## config.mk

```make
export PLATFORM = sky130hd
export DESIGN_NAME = stop_and_wait_retransmit_core
export DESIGN_NICKNAME = d
export VERILOG_FILES = /design/src/sv/swr_pkg.sv /design/src/sv/swr_in_reg.sv /design/src/sv/swr_engine.sv /design/src/sv/swr_out_reg.sv /design/src/sv/stop_and_wait_retransmit_core.sv
export VERILOG_INCLUDE_DIRS = /design/src /design/src/sv
export SDC_FILE = /design/constraint.sdc
export NUM_CORES = 1
export LEC_CHECK = 0
export ABC_AREA = 1
export BUFFER_PORTS_ARGS = -buffer_cell sky130_fd_sc_hd__buf_2
export CAP_MARGIN = 20
export CELL_PAD_IN_SITES_DETAIL_PLACEMENT = 0
export CELL_PAD_IN_SITES_GLOBAL_PLACEMENT = 2
export CORE_MARGIN = 2
export CORE_UTILIZATION = 35
export DETAILED_ROUTE_END_ITERATION = 8
export HOLD_SLACK_MARGIN = 0.03
export PLACE_DENSITY = 0.76
export SLEW_MARGIN = 20
export SYNTH_ARGS = -nofsm -noshare
export SYNTH_HDL_FRONTEND = slang
export SYNTH_SLANG_ARGS = --single-unit
```

## constraint.sdc

```tcl
create_clock -name clk -period 5.2 [get_ports clk]
set_input_delay 1.04 -clock clk [delete_from_list [all_inputs] [get_ports clk]]
set_output_delay 1.04 -clock clk [all_outputs]
set_load 0.01 [all_outputs]
```

## src/sv/stop_and_wait_retransmit_core_defines.svh

```systemverilog
// Assertion macros shared by the stop-and-wait sender RTL.
`ifndef STOP_AND_WAIT_RETRANSMIT_CORE_DEFINES_SVH
`define STOP_AND_WAIT_RETRANSMIT_CORE_DEFINES_SVH

// Same-cycle implication, checked outside reset.
`define SWR_ASSERT_IMPL(label, ante, cons) \
  label: assert property (@(posedge clk) disable iff (!rst_n) (ante) |-> (cons)) \
    else $error("swr assertion failed");

// Next-cycle implication, checked outside reset.
`define SWR_ASSERT_NEXT(label, ante, cons) \
  label: assert property (@(posedge clk) disable iff (!rst_n) (ante) |=> (cons)) \
    else $error("swr assertion failed");

`endif

```

## src/sv/swr_pkg.sv

```systemverilog
// Types and constants of the stop-and-wait sender.
package swr_pkg;

  localparam int unsigned NUM_W     = 32;
  localparam int unsigned TIMEOUT_W = 16;
  localparam int unsigned RETRY_W   = 4;
  localparam int unsigned ATTEMPT_W = 5;
  localparam int unsigned CFG_IDX_W = 1;

  localparam logic [TIMEOUT_W-1:0] TIMEOUT_RST = 16'd500;
  localparam logic [RETRY_W-1:0]   RETRY_RST   = 4'd3;
  localparam logic [NUM_W-1:0]     SEQ_FIRST   = 32'd1;
  localparam logic [TIMEOUT_W-1:0] ELAPSED_MAX = 16'hFFFF;

  typedef enum logic [1:0] {
    OP_SEND    = 2'd0,
    OP_ACK     = 2'd1,
    OP_TICK    = 2'd2,
    OP_INBOUND = 2'd3
  } op_t;

  typedef enum logic [2:0] {
    ACT_NEW   = 3'd0,
    ACT_ACKED = 3'd1,
    ACT_RETX  = 3'd2,
    ACT_LOST  = 3'd3,
    ACT_ECHO  = 3'd4
  } act_t;

  typedef enum logic [CFG_IDX_W-1:0] {
    REG_TIMEOUT = 1'd0,
    REG_RETRY   = 1'd1
  } cfg_reg_t;

  typedef struct packed {
    op_t              op;
    logic [NUM_W-1:0] num;
  } item_t;

  typedef struct packed {
    act_t                 action;
    logic [NUM_W-1:0]     seq;
    logic [ATTEMPT_W-1:0] attempt;
  } result_t;

  typedef struct packed {
    logic [TIMEOUT_W-1:0] timeout_ticks;
    logic [RETRY_W-1:0]   retry_limit;
  } cfg_t;

endpackage

```

## src/sv/swr_in_reg.sv

```systemverilog
// Input register holding one accepted beat until the engine consumes it.
module swr_in_reg (
  input  logic           clk,
  input  logic           rst_n,
  input  logic           load,
  input  swr_pkg::item_t item_in,
  input  logic           consume,
  output logic           valid,
  output swr_pkg::item_t item_out
);
  import swr_pkg::*;

  logic  valid_r, valid_nxt;
  item_t item_r;

  always_comb begin
    valid_nxt = valid_r;
    if (consume) begin
      valid_nxt = 1'b0;
    end
    if (load) begin
      valid_nxt = 1'b1;
    end
  end

  always_ff @(posedge clk) begin
    if (!rst_n) begin
      valid_r <= 1'b0;
    end else begin
      valid_r <= valid_nxt;
    end
  end

  always_ff @(posedge clk) begin
    if (load) begin
      item_r <= item_in;
    end
  end

  assign valid    = valid_r;
  assign item_out = item_r;
endmodule

```

## src/sv/swr_engine.sv

```systemverilog
// Sender state and per-beat decision logic.
module swr_engine (
  input  logic               clk,
  input  logic               rst_n,
  input  swr_pkg::cfg_t      cfg,
  input  swr_pkg::item_t     item,
  input  logic               fire,
  output logic               has_res,
  output swr_pkg::result_t   res
);
  import swr_pkg::*;

  logic                 pending_active_r, pending_active_nxt;
  logic [NUM_W-1:0]     pending_sequence_r, pending_sequence_nxt;
  logic [NUM_W-1:0]     next_sequence_r, next_sequence_nxt;
  logic [RETRY_W-1:0]   retry_count_r, retry_count_nxt;
  logic [TIMEOUT_W-1:0] elapsed_ticks_r, elapsed_ticks_nxt;
  logic [TIMEOUT_W-1:0] elapsed_inc;
  logic [ATTEMPT_W-1:0] attempt_cur;

  assign elapsed_inc = (elapsed_ticks_r != ELAPSED_MAX) ? elapsed_ticks_r + 1'b1
                                                        : elapsed_ticks_r;
  assign attempt_cur = {1'b0, retry_count_r} + 1'b1;

  always_comb begin
    pending_active_nxt   = pending_active_r;
    pending_sequence_nxt = pending_sequence_r;
    next_sequence_nxt    = next_sequence_r;
    retry_count_nxt      = retry_count_r;
    elapsed_ticks_nxt    = elapsed_ticks_r;
    has_res              = 1'b0;
    res.action           = ACT_ECHO;
    res.seq              = item.num;
    res.attempt          = '0;
    case (item.op)
      OP_SEND: begin
        pending_active_nxt   = 1'b1;
        pending_sequence_nxt = next_sequence_r;
        next_sequence_nxt    = next_sequence_r + 1'b1;
        retry_count_nxt      = '0;
        elapsed_ticks_nxt    = '0;
        has_res              = 1'b1;
        res.action           = ACT_NEW;
        res.seq              = next_sequence_r;
        res.attempt          = ATTEMPT_W'(1);
      end
      OP_ACK: begin
        res.seq = pending_sequence_r;
        if (pending_active_r && (pending_sequence_r == item.num)) begin
          pending_active_nxt = 1'b0;
          has_res            = 1'b1;
          res.action         = ACT_ACKED;
          res.attempt        = attempt_cur;
        end
      end
      OP_TICK: begin
        res.seq = pending_sequence_r;
        if (pending_active_r) begin
          elapsed_ticks_nxt = elapsed_inc;
          if (elapsed_inc >= cfg.timeout_ticks) begin
            has_res = 1'b1;
            if (retry_count_r >= cfg.retry_limit) begin
              pending_active_nxt = 1'b0;
              res.action         = ACT_LOST;
              res.attempt        = attempt_cur;
            end else begin
              retry_count_nxt   = retry_count_r + 1'b1;
              elapsed_ticks_nxt = '0;
              res.action        = ACT_RETX;
              res.attempt       = attempt_cur + 1'b1;
            end
          end
        end
      end
      OP_INBOUND: begin
        has_res    = 1'b1;
        res.action = ACT_ECHO;
      end
      default: begin
        has_res = 1'b0;
      end
    endcase
  end

  always_ff @(posedge clk) begin
    if (!rst_n) begin
      pending_active_r   <= 1'b0;
      pending_sequence_r <= '0;
      next_sequence_r    <= SEQ_FIRST;
      retry_count_r      <= '0;
      elapsed_ticks_r    <= '0;
    end else if (fire) begin
      pending_active_r   <= pending_active_nxt;
      pending_sequence_r <= pending_sequence_nxt;
      next_sequence_r    <= next_sequence_nxt;
      retry_count_r      <= retry_count_nxt;
      elapsed_ticks_r    <= elapsed_ticks_nxt;
    end
  end
endmodule

```

## src/sv/swr_out_reg.sv

```systemverilog
// Result register holding one beat until the downstream side takes it.
module swr_out_reg (
  input  logic             clk,
  input  logic             rst_n,
  input  logic             load,
  input  swr_pkg::result_t res_in,
  input  logic             taken,
  output logic             valid,
  output logic             free,
  output swr_pkg::result_t res_out
);
  import swr_pkg::*;

  logic    valid_r, valid_nxt;
  result_t res_r;

  assign free = !valid_r || taken;

  always_comb begin
    valid_nxt = valid_r;
    if (taken) begin
      valid_nxt = 1'b0;
    end
    if (load) begin
      valid_nxt = 1'b1;
    end
  end

  always_ff @(posedge clk) begin
    if (!rst_n) begin
      valid_r <= 1'b0;
    end else begin
      valid_r <= valid_nxt;
    end
  end

  always_ff @(posedge clk) begin
    if (load) begin
      res_r <= res_in;
    end
  end

  assign valid   = valid_r;
  assign res_out = res_r;
endmodule

```

## src/sv/stop_and_wait_retransmit_core.sv

```systemverilog
// Stop-and-wait sender: one beat in per cycle, each beat decided in a single
// pass between an input register and a result register. An accepted beat is
// held in the input register until decided, and its result (if any) is
// registered in the result register, which drives out_*; throughput is
// one beat per cycle for as long as out_tready stays high, and a beat that
// gives no result never waits for the result register. in_tready follows
// out_tready combinationally through the result register's free slot.
// Configuration writes take effect at the next edge and are meant for idle.
module stop_and_wait_retransmit_core (
  input  logic                     clk,
  input  logic                     rst_n,
  input  logic                     cfg_we,
  input  logic [0:0]               cfg_index,
  input  logic [15:0]              cfg_wdata,
  input  logic                     in_tvalid,
  output logic                     in_tready,
  input  logic [31:0]              in_tdata,   // [31:0] number_value
  input  logic [1:0]               in_tuser,   // [1:0] operation
  output logic                     out_tvalid,
  input  logic                     out_tready,
  output logic [39:0]              out_tdata,  // [31:0] sequence_out, [36:32] attempt_number
  output logic [2:0]               out_tuser   // [2:0] action
);
  import swr_pkg::*;
  `include "stop_and_wait_retransmit_core_defines.svh"

  cfg_t    cfg_r;
  item_t   in_item, s1_item;
  result_t eng_res, out_res;
  logic    s1_valid, has_res, out_free, adv, in_fire;

  always_ff @(posedge clk) begin
    if (!rst_n) begin
      cfg_r.timeout_ticks <= TIMEOUT_RST;
      cfg_r.retry_limit   <= RETRY_RST;
    end else if (cfg_we) begin
      case (cfg_reg_t'(cfg_index))
        REG_TIMEOUT: cfg_r.timeout_ticks <= cfg_wdata;
        REG_RETRY:   cfg_r.retry_limit   <= cfg_wdata[RETRY_W-1:0];
        default:     cfg_r               <= cfg_r;
      endcase
    end
  end

  assign in_item.op  = op_t'(in_tuser);
  assign in_item.num = in_tdata;

  assign adv       = s1_valid && (!has_res || out_free);
  assign in_tready = !s1_valid || adv;
  assign in_fire   = in_tvalid && in_tready;

  swr_in_reg u_in_reg (
    .clk      (clk),
    .rst_n    (rst_n),
    .load     (in_fire),
    .item_in  (in_item),
    .consume  (adv),
    .valid    (s1_valid),
    .item_out (s1_item)
  );

  swr_engine u_engine (
    .clk     (clk),
    .rst_n   (rst_n),
    .cfg     (cfg_r),
    .item    (s1_item),
    .fire    (adv),
    .has_res (has_res),
    .res     (eng_res)
  );

  swr_out_reg u_out_reg (
    .clk     (clk),
    .rst_n   (rst_n),
    .load    (adv && has_res),
    .res_in  (eng_res),
    .taken   (out_tvalid && out_tready),
    .valid   (out_tvalid),
    .free    (out_free),
    .res_out (out_res)
  );

  assign out_tdata = {3'b000, out_res.attempt, out_res.seq};
  assign out_tuser = out_res.action;

  `SWR_ASSERT_NEXT(a_res_reaches_out, adv && has_res, out_tvalid)
  `SWR_ASSERT_IMPL(a_stall_needs_item, !in_tready, s1_valid && has_res && !out_free)
  `SWR_ASSERT_IMPL(a_new_first_attempt, out_tvalid && (out_tuser == ACT_NEW),
                   out_tdata[36:32] == 5'd1)
endmodule

```

==> flow_summary.yaml <==
status:
  outcome: "completed"
pwr:
  ir_drop_mv: 0.195
  swShare_pct: 26.4
  power_frac_clock_pct: 40.6
  cellInternalPower_mw: 2.29
  p_comb_share_pct: 9.4
  power_mw: 3.11
  total_leakage_power_nw: 4.32
  p_switching_mw: 0.819
  power_density_nw_per_um2: 285
  p_seq_share_pct: 50.0
global_routing:
  grt_use_met1_pct: 26.0
  busiest_layer: "met2"
  grt_pass1_vias: 7790
  gr-total-overflow: 0
  grtUsageTotal_pct: 18.1
  grt_use_met2_pct: 28.1
  grt_max_degree: 78
  use_met3_pct: 3.14
  grt_pass1_wl_um: 41400
  antenna_found_initial: 0
placement:
  hpwl_um: 17200
  gp_congestion: 0.815
  portBuffers: 97
timing:
  finalSetupTns_ns: 0
  clock_skew_ns: 0.0150
  finalCritPeriodShare_pct: 90.8
  finalCriticalPeriod_ns: 4.72
  maxSlewHeadroom_pct: 36.6
  rsz0062_at_grt: "no"
  worst_slew_pin_slew_ns: 0.951
  setup_viol: 0
  fmax_ghz: 0.212
  slew_violations: 0
  hold_viol_final: 0
layout:
  finish.utilization_pct: 40.3
  nFillCells: 2857
  multi_input_area_um2: 4400
  area_delta_synth_final_pct: 13.1
  drive_gt1_share_pct: 12.7
  antenna_cells: 0
  fin_nets: 1361
  regArea_um2: 4370
detailed_routing:
  vias_per_cell: 5.03
  drtIter0Drc: 536
  postRouteAntennaNets: 0
  drc: 0
  vias: 8196
  drt_first_pass_iters: 5
  drt-total-wl_um: 25400
  avgRoutedWirePerCell_um: 15.6
die:
  pin_count: 101
  design.core.area_um2: 27000
  die_h_um: 170
  fp.dieArea_um2: 28900
  fp-row-count: 60
  dieWidth_um: 170
  initial_core_util_pct: 35.7
clocking:
  ctsHtreeMaxLevel: 4
  holdBufCountCts: 0
  path_clk_slew_ns: 0.07
  clk_path_buf_depth: 2
  cts_tree: "built"
  clk_latency_ns: 0.44
  numCtsBuffers: 17
  clkSinkCount: 181
  cts-root-buf: "clkbuf_16"
flow_run:
  drv_cap: 0
worst_setup_path:
  regToRegSetupSlack_ns: 0.67
  worstPathRequired_ns: 4.16
  critPathCaptureType: "output pin"
  r2r_cells: 21
  critPathArrivalTime_ns: 3.68
  start_kind: "register"
  path_class: "reg -> out"
  path_max_fanout: 6
hold_path:
  min_path_cells: 2
  hold_class: "reg -> reg"
synth:
  yosysSeqAreaShare_pct: 45.3
  synth_cell_type_count: 39
  synth_area_per_cell_um2: 7.90
  synth_cells: 1220
  netlist_area_um2: 9640
  ys_seq_elements: 181
  synth_warnings: 0
[synth_stat cells]
cell type    n  area (um^2)
a22oi_1      4         30.0
ha_1        31          388
edfxtp_1    74         2220
o31a_1       1         8.76
o21bai_1     1         7.51
buf_4        6         45.0
nor4_1       5         31.3
buf_6        6         67.6
nand3_1     34          170
buf_1        7         26.3
a31oi_1      1         6.26
clkbuf_1    44          165
a31o_2       1         8.76
nor3b_1      1         7.51
a221oi_1    27          236
conb_1       1         3.75
o21ai_0     33          165
o22ai_1      3         18.8
inv_2        4         15.0
a21oi_1    120          601
o21a_1       1         7.51
nor2_1      87          327
xnor2_1     12          105
nand2_1    286         1070
o211ai_1     7         52.6
nor2_2       2         12.5
clkinv_1     1         3.75
and2_1       1         6.26
buf_2       11         55.1
dfxtp_1    107         2140
inv_1      137          514
nand2_2      4         25.0
nand3_2      2         20.0
nor3_1      16         80.1
nand3_4      1         17.5
xor2_1      33          289
a21oi_2      2         17.5
nand4_1    102          638
or2_2        4         25.0
[sequential cells by signal, indices dropped and copies added (netlist names)]
name                         flops
u_in_reg.valid                   1
u_engine.retry_count_r           4
u_engine.elapsed_ticks_r        16
u_in_reg.item_out               34
u_engine.pending_active_r        1
u_out_reg.valid                  1
cfg_r                           20
u_engine.pending_sequence_r     32
u_out_reg.res_out               40
u_engine.next_sequence_r        32
[placed cells by master, fill, tap and decap left out, types with 5 or more instances in the layout]
cell type / synthesis / layout
nand2_1: 286 / 286
nand4_1: 102 / 102
buf_2: 11 / 97
edfxtp_1: 74 / 74
nor3_1: 16 / 16
inv_1: 137 / 136
o21ai_0: 33 / 33
nor4_1: 5 / 5
xor2_1: 33 / 33
dfxtp_1: 107 / 106
nor2_1: 87 / 86
clkbuf_16: 0 / 17
nand3_1: 34 / 34
o211ai_1: 7 / 7
ha_1: 31 / 29
xnor2_1: 12 / 12
buf_4: 6 / 7
clkinvlp_4: 0 / 5
a21oi_1: 120 / 119
a221oi_1: 27 / 27
[power by group through the flow]
stage                     logic (mW)  clock network [mW]  registers (mW)
final                          0.292                1.26            1.55
after global routing           0.335                1.35            1.56
after CTS                      0.293                1.30            1.55
after detailed placement       0.291                   0            1.58
after global placement         0.291                   0            1.58
after floorplan                0.197                   0            1.58
[stage by stage]
stage	area, um^2	hold WS (ns)	cells	setup slack, ns
after CTS	10900	0.472	1627	0.382
after global placement	10300	0.457	1595	0.851
after detailed placement	10300	0.463	1595	0.665
final	10900	0.469	1628	0.476
after floorplan	9640	0.435	1222	0.720
after global routing	10900	0.502	1628	0.0422
[repair_timing]
| action | CTS | global route |
|---|---|---|
| resized for setup | 0 | 1 |
| setup buffers | 0 | 0 |
| endpoints found under the setup margin | 0 | 1 |
[final timing paths]
check | from | endpoint
min reg2reg | cfg_r[18] | cfg_r[18]
max | u_engine.elapsed_ticks_r[0] | in_tready
max reg2reg | u_engine.elapsed_ticks_r[0] | u_engine.elapsed_ticks_r[8]
min | cfg_r[18] | cfg_r[18]
[cell families (layout without fill, tap and decap cells)]
logic type,after synthesis,after routing,share of synthesized area [%]
flops,181,181,45.3
compound gates,201,201,12.0
fa+ha+maj,31,31,4.03
simple gates,545,545,25.3
xor+xnor,45,45,4.09
buf+inv,216,281,9.26
other cells,1,3,0.0389
[area by class of cell]
type,count,share of cell area [%]
clock buffer,19,3.97
clock inverter,13,1.16
inverter,142,4.90
multi-input combinational,825,40.4
sequential,181,40.1
tap,341,3.92
timing repair buffer,107,5.56
[layer usage]
| metal | share of wire, % | vias to the layer above | routed length (um) |
|---|---|---|---|
| li1 | - | 4246 | - |
| met1 | 51 | 3792 | 12900 |
| met5 | 0 | - | 0 |
| met3 | 3.7 | 15 | 939 |
| met2 | 44 | 143 | 11300 |
| met4 | 0.91 | 0 | 230 |
[worst max-delay path, cell delays in order (launching register included)]
cell     delay [ns]
dfxtp_1        0.40
ha_1           0.19
nand2_1        0.08
nor2_2         0.20
nand3_1        0.19
nor2_1         0.19
nand2_1        0.17
nand3_1        0.12
xor2_1         0.21
ha_1           0.29
a21oi_1        0.12
o21ai_0        0.12
a21oi_2        0.17
nand2_2        0.12
nand2_2        0.15
nand2_1        0.15
nand4_1        0.20
buf_2          0.17
No activity file was read; power rests on OpenSTA's default activity.
